**config.mk**
```make
export PLATFORM = sky130hd
export DESIGN_NAME = fixed_block_pool_allocator_unit
export DESIGN_NICKNAME = d
export VERILOG_FILES = /design/src/hdl/fbpa_pkg.sv /design/src/hdl/fbpa_ram.sv /design/src/hdl/fbpa_ctrl.sv /design/src/hdl/fbpa_dp.sv /design/src/hdl/fixed_block_pool_allocator_unit.sv
export VERILOG_INCLUDE_DIRS = /design/src /design/src/hdl
export SDC_FILE = /design/constraint.sdc
export NUM_CORES = 2
export LEC_CHECK = 0
export BUFFER_PORTS_ARGS = -buffer_cell sky130_fd_sc_hd__buf_2
export CORE_MARGIN = 4
export CORE_UTILIZATION = 50
export CTS_CLUSTER_SIZE = 10
export DETAILED_ROUTE_END_ITERATION = 6
export PLACE_DENSITY = 0.63
export SLEW_MARGIN = 20
export SYNTH_ARGS = -nofsm -noshare
export SYNTH_HDL_FRONTEND = slang
export SYNTH_HIERARCHICAL = 1
export SYNTH_SLANG_ARGS = --single-unit
```
**constraint.sdc**
```tcl
create_clock -name clk -period 11 [get_ports clk]
set_clock_uncertainty 0.15 [all_clocks]
set_input_delay 1.65 -clock clk [delete_from_list [all_inputs] [get_ports clk]]
set_output_delay 1.65 -clock clk [all_outputs]
set_load 0.05 [all_outputs]
```
**src/hdl/fixed_block_pool_allocator_unit_macros.svh**
```systemverilog
`ifndef FIXED_BLOCK_POOL_ALLOCATOR_UNIT_MACROS_SVH
`define FIXED_BLOCK_POOL_ALLOCATOR_UNIT_MACROS_SVH

// Same-cycle implication, sampled on clk, off during reset.
`define FBPA_ASSERT_NOW(label, ante, cons, msg) \
    label: assert property (@(posedge clk) disable iff (!rst_n) (ante) |-> (cons)) \
        else $error(msg);

// Next-cycle implication, sampled on clk, off during reset.
`define FBPA_ASSERT_NEXT(label, ante, cons, msg) \
    label: assert property (@(posedge clk) disable iff (!rst_n) (ante) |=> (cons)) \
        else $error(msg);

`endif

```
**src/hdl/fbpa_pkg.sv**
```systemverilog
package fbpa_pkg;

    localparam int MAX_BLOCKS = 256;
    localparam int IDX_W      = $clog2(MAX_BLOCKS);
    localparam int STEP_W     = (IDX_W > 1) ? $clog2(IDX_W) : 1;

    localparam int ADDR_W  = 32;
    localparam int SIZE_W  = 32;
    localparam int BS_W    = 17;
    localparam int CNT_W   = 9;
    localparam int PROD_W  = BS_W + CNT_W;
    localparam int REM_W   = BS_W + IDX_W;
    localparam int CFG_W   = 32;
    localparam int CFG_IDX_W = 2;

    localparam logic [CFG_IDX_W-1:0] CFG_BASE_ADDR   = 2'd0;
    localparam logic [CFG_IDX_W-1:0] CFG_BLK_BYTES   = 2'd1;
    localparam logic [CFG_IDX_W-1:0] CFG_BLOCK_COUNT = 2'd2;

    typedef enum logic [1:0] {
        REQ_ALLOC   = 2'd0,
        REQ_FREE    = 2'd1,
        REQ_REALLOC = 2'd2,
        REQ_RESET   = 2'd3
    } req_type_t;

    typedef enum logic [2:0] {
        ST_OK          = 3'd0,
        ST_ZERO_SIZE   = 3'd1,
        ST_TOO_LARGE   = 3'd2,
        ST_EXHAUSTED   = 3'd3,
        ST_NULL_IGNORED = 3'd4,
        ST_FOREIGN     = 3'd5,
        ST_UNDERFLOW   = 3'd6
    } status_t;

    typedef enum logic [2:0] {
        ACT_NONE,
        ACT_OWN,
        ACT_ALLOC_HEAD,
        ACT_ALLOC_WM,
        ACT_FREE,
        ACT_RESET,
        ACT_KEEP
    } act_t;

    typedef enum logic [2:0] {
        S_IDLE,
        S_CHECK,
        S_MUL,
        S_RANGE,
        S_DIV,
        S_DECIDE,
        S_FINISH
    } state_t;

    typedef struct packed {
        logic              load;
        logic              check;
        logic              mul;
        logic              range_chk;
        logic              div_step;
        logic              decide;
        logic              finish;
        logic [STEP_W-1:0] step;
    } cmd_t;

    typedef struct packed {
        logic early_done;
        logic need_own;
        logic foreign;
        logic out_ready;
    } sts_t;

endpackage

```
**src/hdl/fbpa_ram.sv**
```systemverilog
module fbpa_ram #(
    parameter int WIDTH = 8,
    parameter int DEPTH = 256
) (
    input  logic                     clk,
    input  logic                     we,
    input  logic [$clog2(DEPTH)-1:0] waddr,
    input  logic [WIDTH-1:0]         wdata,
    input  logic                     re,
    input  logic [$clog2(DEPTH)-1:0] raddr,
    output logic [WIDTH-1:0]         rdata
);

    logic [WIDTH-1:0] mem [DEPTH];
    logic [WIDTH-1:0] rdata_reg;

    always_ff @(posedge clk)
    begin
        if (we)
        begin
            mem[waddr] <= wdata;
        end
        if (re)
        begin
            rdata_reg <= mem[raddr];
        end
    end

    assign rdata = rdata_reg;

endmodule

```
**src/hdl/fbpa_ctrl.sv**
```systemverilog
module fbpa_ctrl (
    input  logic           clk,
    input  logic           rst_n,
    input  logic           in_valid,
    output logic           in_stall,
    input  fbpa_pkg::sts_t sts,
    output fbpa_pkg::cmd_t cmd
);
    import fbpa_pkg::*;

    state_t            state_reg, state_next;
    logic [STEP_W-1:0] step_reg, step_next;

    always_ff @(posedge clk or negedge rst_n)
    begin
        if (!rst_n)
        begin
            state_reg <= S_IDLE;
            step_reg  <= '0;
        end
        else
        begin
            state_reg <= state_next;
            step_reg  <= step_next;
        end
    end

    always_comb
    begin
        state_next = state_reg;
        step_next  = step_reg;
        cmd        = '0;
        cmd.step   = step_reg;
        in_stall   = (state_reg != S_IDLE);
        case (state_reg)
            S_IDLE:
            begin
                cmd.load = in_valid;
                if (in_valid)
                begin
                    state_next = S_CHECK;
                end
            end
            S_CHECK:
            begin
                cmd.check  = 1'b1;
                state_next = sts.early_done ? S_FINISH : S_MUL;
            end
            S_MUL:
            begin
                cmd.mul    = 1'b1;
                state_next = sts.need_own ? S_RANGE : S_FINISH;
            end
            S_RANGE:
            begin
                cmd.range_chk = 1'b1;
                step_next     = STEP_W'(IDX_W - 1);
                state_next    = sts.foreign ? S_FINISH : S_DIV;
            end
            S_DIV:
            begin
                // one quotient bit per cycle, most significant first
                cmd.div_step = 1'b1;
                if (step_reg == '0)
                begin
                    state_next = S_DECIDE;
                end
                else
                begin
                    step_next = step_reg - 1'b1;
                end
            end
            S_DECIDE:
            begin
                cmd.decide = 1'b1;
                state_next = S_FINISH;
            end
            S_FINISH:
            begin
                // hold until the output register can take the result
                cmd.finish = sts.out_ready;
                if (sts.out_ready)
                begin
                    state_next = S_IDLE;
                end
            end
            default:
            begin
                state_next = S_IDLE;
            end
        endcase
    end

endmodule

```
**src/hdl/fbpa_dp.sv**
```systemverilog
`include "fixed_block_pool_allocator_unit_macros.svh"

module fbpa_dp (
    input  logic                               clk,
    input  logic                               rst_n,
    input  logic                               cfg_we,
    input  logic [fbpa_pkg::CFG_IDX_W-1:0]     cfg_index,
    input  logic [fbpa_pkg::CFG_W-1:0]         cfg_data,
    input  logic [1:0]                         req_type,
    input  logic [fbpa_pkg::SIZE_W-1:0]        req_size,
    input  logic [fbpa_pkg::ADDR_W-1:0]        addr_in,
    input  fbpa_pkg::cmd_t                     cmd,
    output fbpa_pkg::sts_t                     sts,
    output logic                               out_valid,
    input  logic                               out_stall,
    output logic [fbpa_pkg::ADDR_W-1:0]        addr_out,
    output logic [2:0]                         status,
    output logic [fbpa_pkg::CNT_W-1:0]         used_count,
    output logic [fbpa_pkg::CNT_W-1:0]         free_count
);
    import fbpa_pkg::*;

    // configuration
    logic [ADDR_W-1:0] base_addr_reg;
    logic [BS_W-1:0]   blk_bytes_reg;
    logic [CNT_W-1:0]  block_count_reg;
    logic [CNT_W-1:0]  eff_count;

    // pool state
    logic [IDX_W-1:0]  free_head_reg, free_head_next;
    logic              head_valid_reg, head_valid_next;
    logic [CNT_W-1:0]  watermark_reg, watermark_next;
    logic [CNT_W-1:0]  used_blocks_reg, used_blocks_next;

    // request and work registers
    req_type_t         req_type_reg;
    logic [SIZE_W-1:0] req_size_reg;
    logic [ADDR_W-1:0] addr_in_reg;
    act_t              act_reg;
    status_t           res_status_reg;
    logic [CNT_W-1:0]  mul_b_reg;
    logic [PROD_W-1:0] prod_reg;
    logic [ADDR_W:0]   diff_reg;
    logic [REM_W-1:0]  rem_reg;
    logic [IDX_W-1:0]  quo_reg;

    // output register
    logic              out_valid_reg;
    logic [ADDR_W-1:0] out_addr_reg;
    status_t           out_status_reg;
    logic [CNT_W-1:0]  out_used_reg;
    logic [CNT_W-1:0]  out_free_reg;

    logic              is_alloc;
    logic              size_zero;
    logic              size_big;
    act_t              chk_act;
    status_t           chk_status;
    logic              chk_done;
    logic [CNT_W-1:0]  chk_mul_b;
    logic              foreign;
    logic [REM_W-1:0]  trial;
    logic [ADDR_W-1:0] res_addr;
    logic [IDX_W-1:0]  ram_rdata;
    logic              ram_we;

    assign eff_count = (block_count_reg > CNT_W'(MAX_BLOCKS)) ? CNT_W'(MAX_BLOCKS)
                                                              : block_count_reg;

    always_ff @(posedge clk or negedge rst_n)
    begin
        if (!rst_n)
        begin
            base_addr_reg   <= ADDR_W'(4096);
            blk_bytes_reg   <= BS_W'(16);
            block_count_reg <= CNT_W'(256);
        end
        else if (cfg_we)
        begin
            case (cfg_index)
                CFG_BASE_ADDR:   base_addr_reg   <= cfg_data[ADDR_W-1:0];
                CFG_BLK_BYTES:   blk_bytes_reg   <= cfg_data[BS_W-1:0];
                CFG_BLOCK_COUNT: block_count_reg <= cfg_data[CNT_W-1:0];
                default:         ;
            endcase
        end
    end

    assign is_alloc  = (req_type_reg == REQ_ALLOC) ||
                       ((req_type_reg == REQ_REALLOC) && (addr_in_reg == '0));
    assign size_zero = (req_size_reg == '0);
    assign size_big  = (req_size_reg > SIZE_W'(blk_bytes_reg));

    // first look at the request: settle what needs no arithmetic
    always_comb
    begin
        chk_act    = ACT_NONE;
        chk_status = ST_OK;
        chk_done   = 1'b1;
        chk_mul_b  = eff_count;
        if (req_type_reg == REQ_RESET)
        begin
            chk_act = ACT_RESET;
        end
        else if (is_alloc)
        begin
            if (size_zero)
            begin
                chk_status = ST_ZERO_SIZE;
            end
            else if (size_big)
            begin
                chk_status = ST_TOO_LARGE;
            end
            else if (head_valid_reg)
            begin
                chk_act   = ACT_ALLOC_HEAD;
                chk_mul_b = CNT_W'(free_head_reg);
                chk_done  = 1'b0;
            end
            else if (watermark_reg < eff_count)
            begin
                chk_act   = ACT_ALLOC_WM;
                chk_mul_b = watermark_reg;
                chk_done  = 1'b0;
            end
            else
            begin
                chk_status = ST_EXHAUSTED;
            end
        end
        else if (addr_in_reg == '0)
        begin
            chk_status = ST_NULL_IGNORED;
        end
        else
        begin
            chk_act  = ACT_OWN;
            chk_done = 1'b0;
        end
    end

    assign foreign = (blk_bytes_reg == '0) || diff_reg[ADDR_W] ||
                     (diff_reg[ADDR_W-1:0] >= ADDR_W'(prod_reg));
    assign trial   = REM_W'(blk_bytes_reg) << cmd.step;

    always_ff @(posedge clk)
    begin
        if (cmd.load)
        begin
            req_type_reg <= req_type_t'(req_type);
            req_size_reg <= req_size;
            addr_in_reg  <= addr_in;
        end
        if (cmd.check)
        begin
            act_reg        <= chk_act;
            res_status_reg <= chk_status;
            mul_b_reg      <= chk_mul_b;
        end
        if (cmd.mul)
        begin
            prod_reg <= PROD_W'(blk_bytes_reg) * PROD_W'(mul_b_reg);
            diff_reg <= {1'b0, addr_in_reg} - {1'b0, base_addr_reg};
        end
        if (cmd.range_chk)
        begin
            rem_reg <= diff_reg[REM_W-1:0];
            quo_reg <= '0;
            if (foreign)
            begin
                act_reg        <= ACT_NONE;
                res_status_reg <= ST_FOREIGN;
            end
        end
        if (cmd.div_step && (rem_reg >= trial))
        begin
            rem_reg           <= rem_reg - trial;
            quo_reg[cmd.step] <= 1'b1;
        end
        if (cmd.decide)
        begin
            if (rem_reg != '0)
            begin
                act_reg        <= ACT_NONE;
                res_status_reg <= ST_FOREIGN;
            end
            else if (req_type_reg == REQ_FREE)
            begin
                if (used_blocks_reg == '0)
                begin
                    act_reg        <= ACT_NONE;
                    res_status_reg <= ST_UNDERFLOW;
                end
                else
                begin
                    act_reg        <= ACT_FREE;
                    res_status_reg <= ST_OK;
                end
            end
            else if (size_zero)
            begin
                act_reg        <= ACT_NONE;
                res_status_reg <= ST_ZERO_SIZE;
            end
            else if (size_big)
            begin
                act_reg        <= ACT_NONE;
                res_status_reg <= ST_TOO_LARGE;
            end
            else
            begin
                act_reg        <= ACT_KEEP;
                res_status_reg <= ST_OK;
            end
        end
    end

    // commit the request to the pool state
    always_comb
    begin
        free_head_next   = free_head_reg;
        watermark_next   = watermark_reg;
        used_blocks_next = used_blocks_reg;
        res_addr         = '0;
        ram_we           = 1'b0;
        case (act_reg)
            ACT_ALLOC_HEAD:
            begin
                free_head_next   = ram_rdata;
                used_blocks_next = used_blocks_reg + 1'b1;
                res_addr         = base_addr_reg + ADDR_W'(prod_reg);
            end
            ACT_ALLOC_WM:
            begin
                watermark_next   = watermark_reg + 1'b1;
                used_blocks_next = used_blocks_reg + 1'b1;
                res_addr         = base_addr_reg + ADDR_W'(prod_reg);
            end
            ACT_FREE:
            begin
                ram_we           = cmd.finish;
                free_head_next   = quo_reg;
                used_blocks_next = used_blocks_reg - 1'b1;
            end
            ACT_RESET:
            begin
                free_head_next   = '0;
                watermark_next   = '0;
                used_blocks_next = '0;
            end
            ACT_KEEP:
            begin
                res_addr = addr_in_reg;
            end
            default:
            begin
                res_addr = '0;
            end
        endcase
        head_valid_next = (watermark_next > used_blocks_next);
    end

    always_ff @(posedge clk or negedge rst_n)
    begin
        if (!rst_n)
        begin
            free_head_reg   <= '0;
            head_valid_reg  <= 1'b0;
            watermark_reg   <= '0;
            used_blocks_reg <= '0;
        end
        else if (cmd.finish)
        begin
            free_head_reg   <= free_head_next;
            head_valid_reg  <= head_valid_next;
            watermark_reg   <= watermark_next;
            used_blocks_reg <= used_blocks_next;
        end
    end

    fbpa_ram #(
        .WIDTH (IDX_W),
        .DEPTH (MAX_BLOCKS)
    ) u_next_index (
        .clk   (clk),
        .we    (ram_we),
        .waddr (quo_reg),
        .wdata (free_head_reg),
        .re    (cmd.check),
        .raddr (free_head_reg),
        .rdata (ram_rdata)
    );

    always_ff @(posedge clk or negedge rst_n)
    begin
        if (!rst_n)
        begin
            out_valid_reg <= 1'b0;
        end
        else if (cmd.finish)
        begin
            out_valid_reg <= 1'b1;
        end
        else if (!out_stall)
        begin
            out_valid_reg <= 1'b0;
        end
    end

    always_ff @(posedge clk)
    begin
        if (cmd.finish)
        begin
            out_addr_reg   <= res_addr;
            out_status_reg <= res_status_reg;
            out_used_reg   <= used_blocks_next;
            out_free_reg   <= (eff_count > used_blocks_next) ?
                              (eff_count - used_blocks_next) : '0;
        end
    end

    assign sts.early_done = chk_done;
    assign sts.need_own   = (act_reg == ACT_OWN);
    assign sts.foreign    = foreign;
    assign sts.out_ready  = !out_valid_reg || !out_stall;

    assign out_valid  = out_valid_reg;
    assign addr_out   = out_addr_reg;
    assign status     = out_status_reg;
    assign used_count = out_used_reg;
    assign free_count = out_free_reg;

    `FBPA_ASSERT_NOW(a_used_within_wm, 1'b1, used_blocks_reg <= watermark_reg,
                     "used count above watermark")
    `FBPA_ASSERT_NOW(a_head_tracks_list, 1'b1,
                     head_valid_reg == (watermark_reg > used_blocks_reg),
                     "head_valid out of step with free list")
    `FBPA_ASSERT_NOW(a_fail_gives_null, out_valid_reg && (out_status_reg != ST_OK),
                     out_addr_reg == '0, "failed request returned an address")
    `FBPA_ASSERT_NEXT(a_free_drops_used, cmd.finish && (act_reg == ACT_FREE),
                      used_blocks_reg == $past(used_blocks_reg) - 1'b1,
                      "free did not release a block")

endmodule

```
**src/hdl/fixed_block_pool_allocator_unit.sv**
```systemverilog
// Fixed-size block pool allocator. Equal blocks start at base_addr; freed blocks go on a
// LIFO list held in a 256 x 8 next-index RAM, and blocks never handed out are taken in
// address order by a watermark, so a pool reset takes effect at once with no clearing
// pass. One request is in flight at a time and in_stall is high from acceptance until its
// result is loaded into the output register. A pool reset, a null free and an alloc
// rejected on size or exhaustion go from the first check straight to the result; a
// successful alloc adds the index-times-size multiply. Free and realloc with an address
// use the same multiplier for a range check, then a restoring divider turns the offset
// into an 8-bit block index (log2 of the 256-block maximum), one quotient bit per cycle.
// An address out of range is rejected after the range check, with no divide. A result
// waiting under out_stall holds the next request in its finish step and so holds back
// the next acceptance. Configuration registers take effect on the next request; the user
// must write them only while no request is in flight, as the block does not enforce it.
module fixed_block_pool_allocator_unit (
    input  logic                           clk,
    input  logic                           rst_n,
    input  logic                           cfg_we,
    input  logic [fbpa_pkg::CFG_IDX_W-1:0] cfg_index,
    input  logic [fbpa_pkg::CFG_W-1:0]     cfg_data,
    input  logic                           in_valid,
    output logic                           in_stall,
    input  logic [1:0]                     req_type,
    input  logic [fbpa_pkg::SIZE_W-1:0]    req_size,
    input  logic [fbpa_pkg::ADDR_W-1:0]    addr_in,
    output logic                           out_valid,
    input  logic                           out_stall,
    output logic [fbpa_pkg::ADDR_W-1:0]    addr_out,
    output logic [2:0]                     status,
    output logic [fbpa_pkg::CNT_W-1:0]     used_count,
    output logic [fbpa_pkg::CNT_W-1:0]     free_count
);
    import fbpa_pkg::*;

    cmd_t cmd;
    sts_t sts;

    fbpa_ctrl u_ctrl (
        .clk      (clk),
        .rst_n    (rst_n),
        .in_valid (in_valid),
        .in_stall (in_stall),
        .sts      (sts),
        .cmd      (cmd)
    );

    fbpa_dp u_dp (
        .clk        (clk),
        .rst_n      (rst_n),
        .cfg_we     (cfg_we),
        .cfg_index  (cfg_index),
        .cfg_data   (cfg_data),
        .req_type   (req_type),
        .req_size   (req_size),
        .addr_in    (addr_in),
        .cmd        (cmd),
        .sts        (sts),
        .out_valid  (out_valid),
        .out_stall  (out_stall),
        .addr_out   (addr_out),
        .status     (status),
        .used_count (used_count),
        .free_count (free_count)
    );

endmodule
```
== Word-level counts from Yosys, hierarchy flattened ==
Memory sizes are Yosys's and may differ from the RTL's. A register that Yosys moved wholly into a read port is not among the register bits.
Index checks and enable logic that the tools add are counted.
Storage, ports and cells
  flip-flop bits (word level): 318
  latch bits: 0
  RAM bits: 2048
  bits in read-only memories: 0
  input port bits: 105
  output and inout bits: 55
  logic and storage cells: 173
  memories: 1
Memories
  u_dp.u_next_index.mem: depth 256, bits a word 8, rd ports 1, clocked after Yosys merged registers in 1, write ports 1, line fbpa_ram.sv:14  | logic [WIDTH-1:0] mem [DEPTH];
Operators by class
  add/subtract/negate cells: 8
  multipliers: 1
  divide/modulo/power cells: 0
  $lt $le $gt $ge: 9
  equal/unequal tests: 22
  shift-type cells: 1
  muxes and demuxes: 77
  bitwise logic cells: 1
  reductions and logical operators: 29
Operator list (count)
  3-bit two-way mux: 34
  32-bit zero test: 2
  32-bit one-hot mux with 2 select lines: 1
  9-bit two-way mux: 7
  25-bit two-way mux: 2
  32-bit by 32-bit subtractor with 33-bit output: 1
  32-bit by 26-bit adder with 32-bit output: 1
  32-bit by 26-bit >= comparator with 1-bit output: 1
  32-bit by 17-bit > comparator with 1-bit output: 1
  9-bit one-hot mux with 3 select lines: 1
  17-bit by 9-bit multiplier with 26-bit output: 1
  25-bit >= comparator: 1
  25-bit nonzero test: 1
  17-bit by 3-bit << shifter with 25-bit output: 1
  25-bit subtractor: 1
  8-bit one-hot mux with 3 select lines: 1
  1-bit two-way mux: 21
  3-bit one-hot mux with 7 select lines: 1
  9-bit by 1-bit adder with 9-bit output (second input constant): 2
  3-bit == test (second input constant): 6
  9-bit > comparator: 2
  9-bit one-hot mux with 2 select lines: 1
  17-bit zero test: 1
  8-bit two-way mux: 2
  28 further kinds: 55

== Longest topological paths before layout ==
  depth after elaboration: 13
  depth in mapped cells: 22

== Hierarchy ==
The synthesis kept the hierarchy.
By module, submodules not included
  fbpa_ram: times used 1, cells each 3733, area an instance 79636.4 um^2
  fbpa_dp: times used 1, cells each 2405, area an instance 23573.9 um^2
  fbpa_ctrl: times used 1, cells each 44, area an instance 414.1 um^2

== Least setup slack after synthesis ==
Ideal clock, no wire load.
  kind: register to register
  start: reg u_dp.free_head_reg[2]
  end: reg u_dp.u_next_index.rdata_reg[3] (netlist: u_dp/u_next_index/rdata[3]), read port of u_dp.u_next_index.mem (data pin)
  library setup time: 0.176 ns
  data arrival time: 6.105 ns
  setup slack: 4.569 ns
  stages on the path, launching flop included: 9
  buffers on the path: 2
  clock period less this slack: 6.431 ns
  cells stage by stage: dfrtp_1 -> clkinv_1 -> buf_4 -> nor2_1 -> clkbuf_1 -> a22oi_1 -> a21oi_1 -> nor3_1 -> nor4_1
RTL lines
  from (decl): line fbpa_dp.sv:30  | logic [IDX_W-1:0] free_head_reg, free_head_next;
  from (signal assigned): line fbpa_dp.sv:275  | free_head_reg <= free_head_next;
  to (decl): line fbpa_ram.sv:15  | logic [WIDTH-1:0] rdata_reg;

== Worst setup path after layout ==
  start: reg u_dp.act_reg[2]
  end: reg u_dp.out_free_reg[8] (netlist: u_dp/free_count[8]) (data pin)
On the way
  word-level cells in the longest chain between the ends: 4
RTL lines
  from (decl): line fbpa_dp.sv:39  | act_t act_reg;
  from (signal assigned): line fbpa_dp.sv:157  | act_reg <= chk_act;
  3-bit by 2-bit == test with 1-bit output: line fbpa_dp.sv:227  | case (act_reg)
  2-bit OR reduction (no source line)
  9-bit one-hot mux with 3 select lines (*): line fbpa_dp.sv:227
  9-bit subtractor or 9-bit > comparator (tied branches): line fbpa_dp.sv:319, fbpa_dp.sv:318
  to (signal assigned): line fbpa_dp.sv:318  | out_free_reg <= (eff_count > used_blocks_next) ?
  to (decl): line fbpa_dp.sv:52  | logic [CNT_W-1:0] out_free_reg;
Mark *: on every way between the ends. The rest lies on a longest branch, timed or not.
A chain may end at the register's enable or synchronous reset.

==> summary.md <==
| Metric | Value |
|---|---|
| Hold_ws | `0.282 ns` |
| Fin Setup TNS | `0 ns` |
| Status | `finished, final reports clean` |
| Largest net degree at the start of global routing | `144` |
| DRC | `0` |
| Worst path arrival time | `6.57 ns` |
| Setup WS post-layout | `4.87 ns` |
| Core box area | `205000 µm²` |
| Via density per instance | `6.24` |
| Crit path launch type | `flip-flop` |
| Post-synthesis xor/xnor area fraction | `0.837%` |
| Busiest grt layer | `met2` |
| Synth top area share | `65.7%` |
| Period utilization | `55.8%` |
| Synth area leaders | `edfxtp_1 66%, mux4_2 10%, ha_1 2.5%` |
| Cell count after synthesis | `6182` |
| Port Buf Inserts | `159` |
| WL final | `259000 µm` |
| Final slew viol count | `0` |
| Post-synth EDFFs | `2268` |
| CTS Buffer Depth | `4` |
| Pre-CTS setup slack | `4.87 ns` |
| Initial antenna violation count | `7` |
| Crit path max fanout | `24` |
| Area growth, synth to finish | `10.9%` |
| Fraction of layout instances using a drive strength above 1 | `17.5%` |
| Mapped Avg Cell Area | `16.8 µm²` |
| Seq cells post-synth | `2374` |
| CTS Hold Bufs | `0` |
| Fin crit period | `6.13 ns` |
| GRT met3 Usage | `4.40%` |
| DIE AREA | `215000 µm²` |
| Unrepaired setup endpoints after global routing | `no` |
| Sinks on Clock Net | `2374` |
| Post-detail-place hpwl | `167000 µm` |
| R2R Setup Slk | `4.87 ns` |
| Number of global-route vias before repair | `57400` |
| Area leader, netlist | `edfxtp_1` |
| YS warnings | `6` |
| Sequential share of the synthesized area | `68.2%` |
| Cell variety after synth | `98` |
| Die Y | `463 µm` |
| H-tree Lvls | `5` |
| Post-synthesis adder-cell area fraction | `4.64%` |
| Starting Density | `50.4%` |
| Synth Net Count | `6605` |
| Io pins | `160` |
| GR Util met1 | `33.3%` |
| Hold Vio Cnt, Final | `0` |
| Pwr/cell area | `275 nW/µm²` |
| Nets | `6835` |
| Worst-Skew Late Latency | `0.89 ns` |
| PostCTS Resize Cnt | `0` |
| Post-Synth Simple-Gate Area | `5.35%` |
| Die W | `463 µm` |
| Pleak | `38.2 nW` |
| Worst vdd ir | `0.000210 V` |
| CTS tree | `built` |
| Mux share of post-synthesis cell area | `12.1%` |
| Wire per inst | `28.2 µm` |
| Total GRT Usage | `24.0%` |
| Antenna Nets Post-Route | `0` |
| Post-layout util | `55.9%` |
| Post-CTS Setup Bufs | `0` |
| Worst Path Required | `11.44 ns` |
| Clock buffer count from CTS | `293` |
| Slew @ Worst Pin | `1.28 ns` |
| Max_cap viols | `0` |
| Largest family of logic cells by synthesized area | `multiplexers` |
| Syn Std Cell Area | `104000 µm²` |
| Max reg flops | `2048` |
| Fmax | `0.163 GHz` |
| Relative slew slack | `14.7%` |
| Root buffer cell | `clkbuf_16` |
| Tightest Hold Check Type | `flip-flop to flip-flop` |
| Synth Area in Compound Gates | `6.07%` |
| Drt first pass iters | `6` |
| Via count | `57200` |
| Global-route wire length before repair | `384000 µm` |
| M2 GR Usage | `37.8%` |
| Ys async rst share | `3.88%` |
| 1st-iter DRT viols | `6312` |
| Crit end category | `flip-flop` |
| Final setup fails | `0` |
| Placer Congestion | `0.888` |
| Global route overflow | `0` |
| Placement Rows | `166` |
| Clock-pin transition on the worst setup and hold timing paths | `0.06 ns` |
| Main flop type after synthesis | `edfxtp_1` |
| Critical path class | `flip-flop to flip-flop` |
## final timing paths
kind,start,endpoint,depth (start not counted)
setup / recovery,u_dp/act_reg[2],u_dp/free_count[8],18
hold / removal,u_dp/res_status_reg[1],u_dp/status[1],0
setup reg to reg,u_dp/act_reg[2],u_dp/free_count[8],18
hold reg to reg,u_dp/res_status_reg[1],u_dp/status[1],0
max in group asynchronous,rst_n,u_dp/free_head_reg[5],2
min in group asynchronous,rst_n,u_dp/base_addr_reg[29],1
## cells in the mapped netlist (13+ instances only)
cell	n
nor2b_1	67
o21a_1	28
a31oi_1	21
nor3_1	59
nand4_1	34
o221ai_1	48
buf_4	30
and2_1	101
dfrtp_1	89
buf_1	23
a22oi_1	153
xor2_1	28
nor2_1	422
xnor2_1	71
a211oi_1	33
o211ai_1	22
a221oi_1	16
mux4_2	460
nand3_1	67
edfxtp_1	2268
nand2_1	280
buf_2	37
o22ai_1	38
mux2_2	32
a21o_1	48
a21oi_1	214
dfxtp_1	14
a22o_1	22
mux2i_1	169
nor4_1	53
inv_1	287
buf_8	13
fa_1	111
buf_6	22
o21ai_0	181
ha_1	207
clkbuf_1	189
nand2b_1	32
## critical path, stage by stage, from the launching register on
cell	delay [ns]
dfxtp_1	0.83
nand2b_1	0.69
nor2_1	0.70
inv_1	0.18
fa_1	0.44
nor2b_1	0.12
o21ai_0	0.11
a21oi_1	0.23
o21a_1	0.14
nor2_1	0.06
o21a_1	0.26
o21a_1	0.20
or3b_2	0.48
o31ai_1	0.16
ha_1	0.38
o211ai_1	0.11
a21oi_1	0.06
nor2_1	0.44
nor2_1	0.11
## routing by layer
metal	wire, µm	vias up
li1	-	24600
met1	104000	29600
met2	123000	2456
met3	20900	493
met4	10700	2
met5	13	-
## logic make-up after synthesis
family	count (synthesis)
fa+ha+maj	318
compound gates	936
flops	2374
mux	667
xor+xnor	99
simple gates	1178
buf+inv	610
## per-stage QoR
| stage | area, µm² | instances | power [W] |
|---|---|---|---|
| detailed placement | 107000 | 8804 | 0.0234 |
| finish | 115000 | 9175 | 0.0316 |
| global route | 115000 | 9170 | 0.0333 |
| global placement | 107000 | 8804 | 0.0233 |
| floorplan | 104000 | 6182 | 0.0202 |
| CTS | 115000 | 9167 | 0.0318 |
## where the power goes
part / switching (W) / internal [W] / total, W
registers: 0.000623 / 0.0115 / 0.0121
clock network: 0.00336 / 0.00494 / 0.00829
logic: 0.00700 / 0.00418 / 0.0112
total: 0.0110 / 0.0206 / 0.0316
## cell type report
cell class | instances | area (µm²)
diodes | 7 | 17.5
clock buffers | 348 | 7760
clock inverters | 15 | 144
fillers | 15700 | 90500
inverters | 288 | 1080
multi-input cells | 3198 | 30200
flip-flops and latches | 2374 | 70700
well taps | 2688 | 3360
repair buffers | 257 | 1640
## cell usage in the layout (no fill, tap or decap), types with 22 or more instances in the layout
cell type / n
xor2_1: 28
dfrtp_1: 81
o211ai_1: 22
mux2_2: 32
a211oi_1: 33
nor4_1: 51
ha_1: 207
and2_1: 101
mux2i_1: 169
fa_1: 111
a21o_1: 48
nand3_1: 60
nor2b_1: 64
xnor2_1: 71
nor2_1: 416
o21a_1: 28
o221ai_1: 48
nand2b_1: 32
a22oi_1: 153
clkbuf_1: 42
buf_4: 91
inv_1: 287
o21ai_0: 181
nor3_1: 57
nand4_1: 34
clkbuf_16: 301
mux4_2: 460
a21oi_1: 214
o22ai_1: 38
buf_2: 158
a22o_1: 22
nand2_1: 279
edfxtp_1: 2268
(Power assumes the default switching activity.)
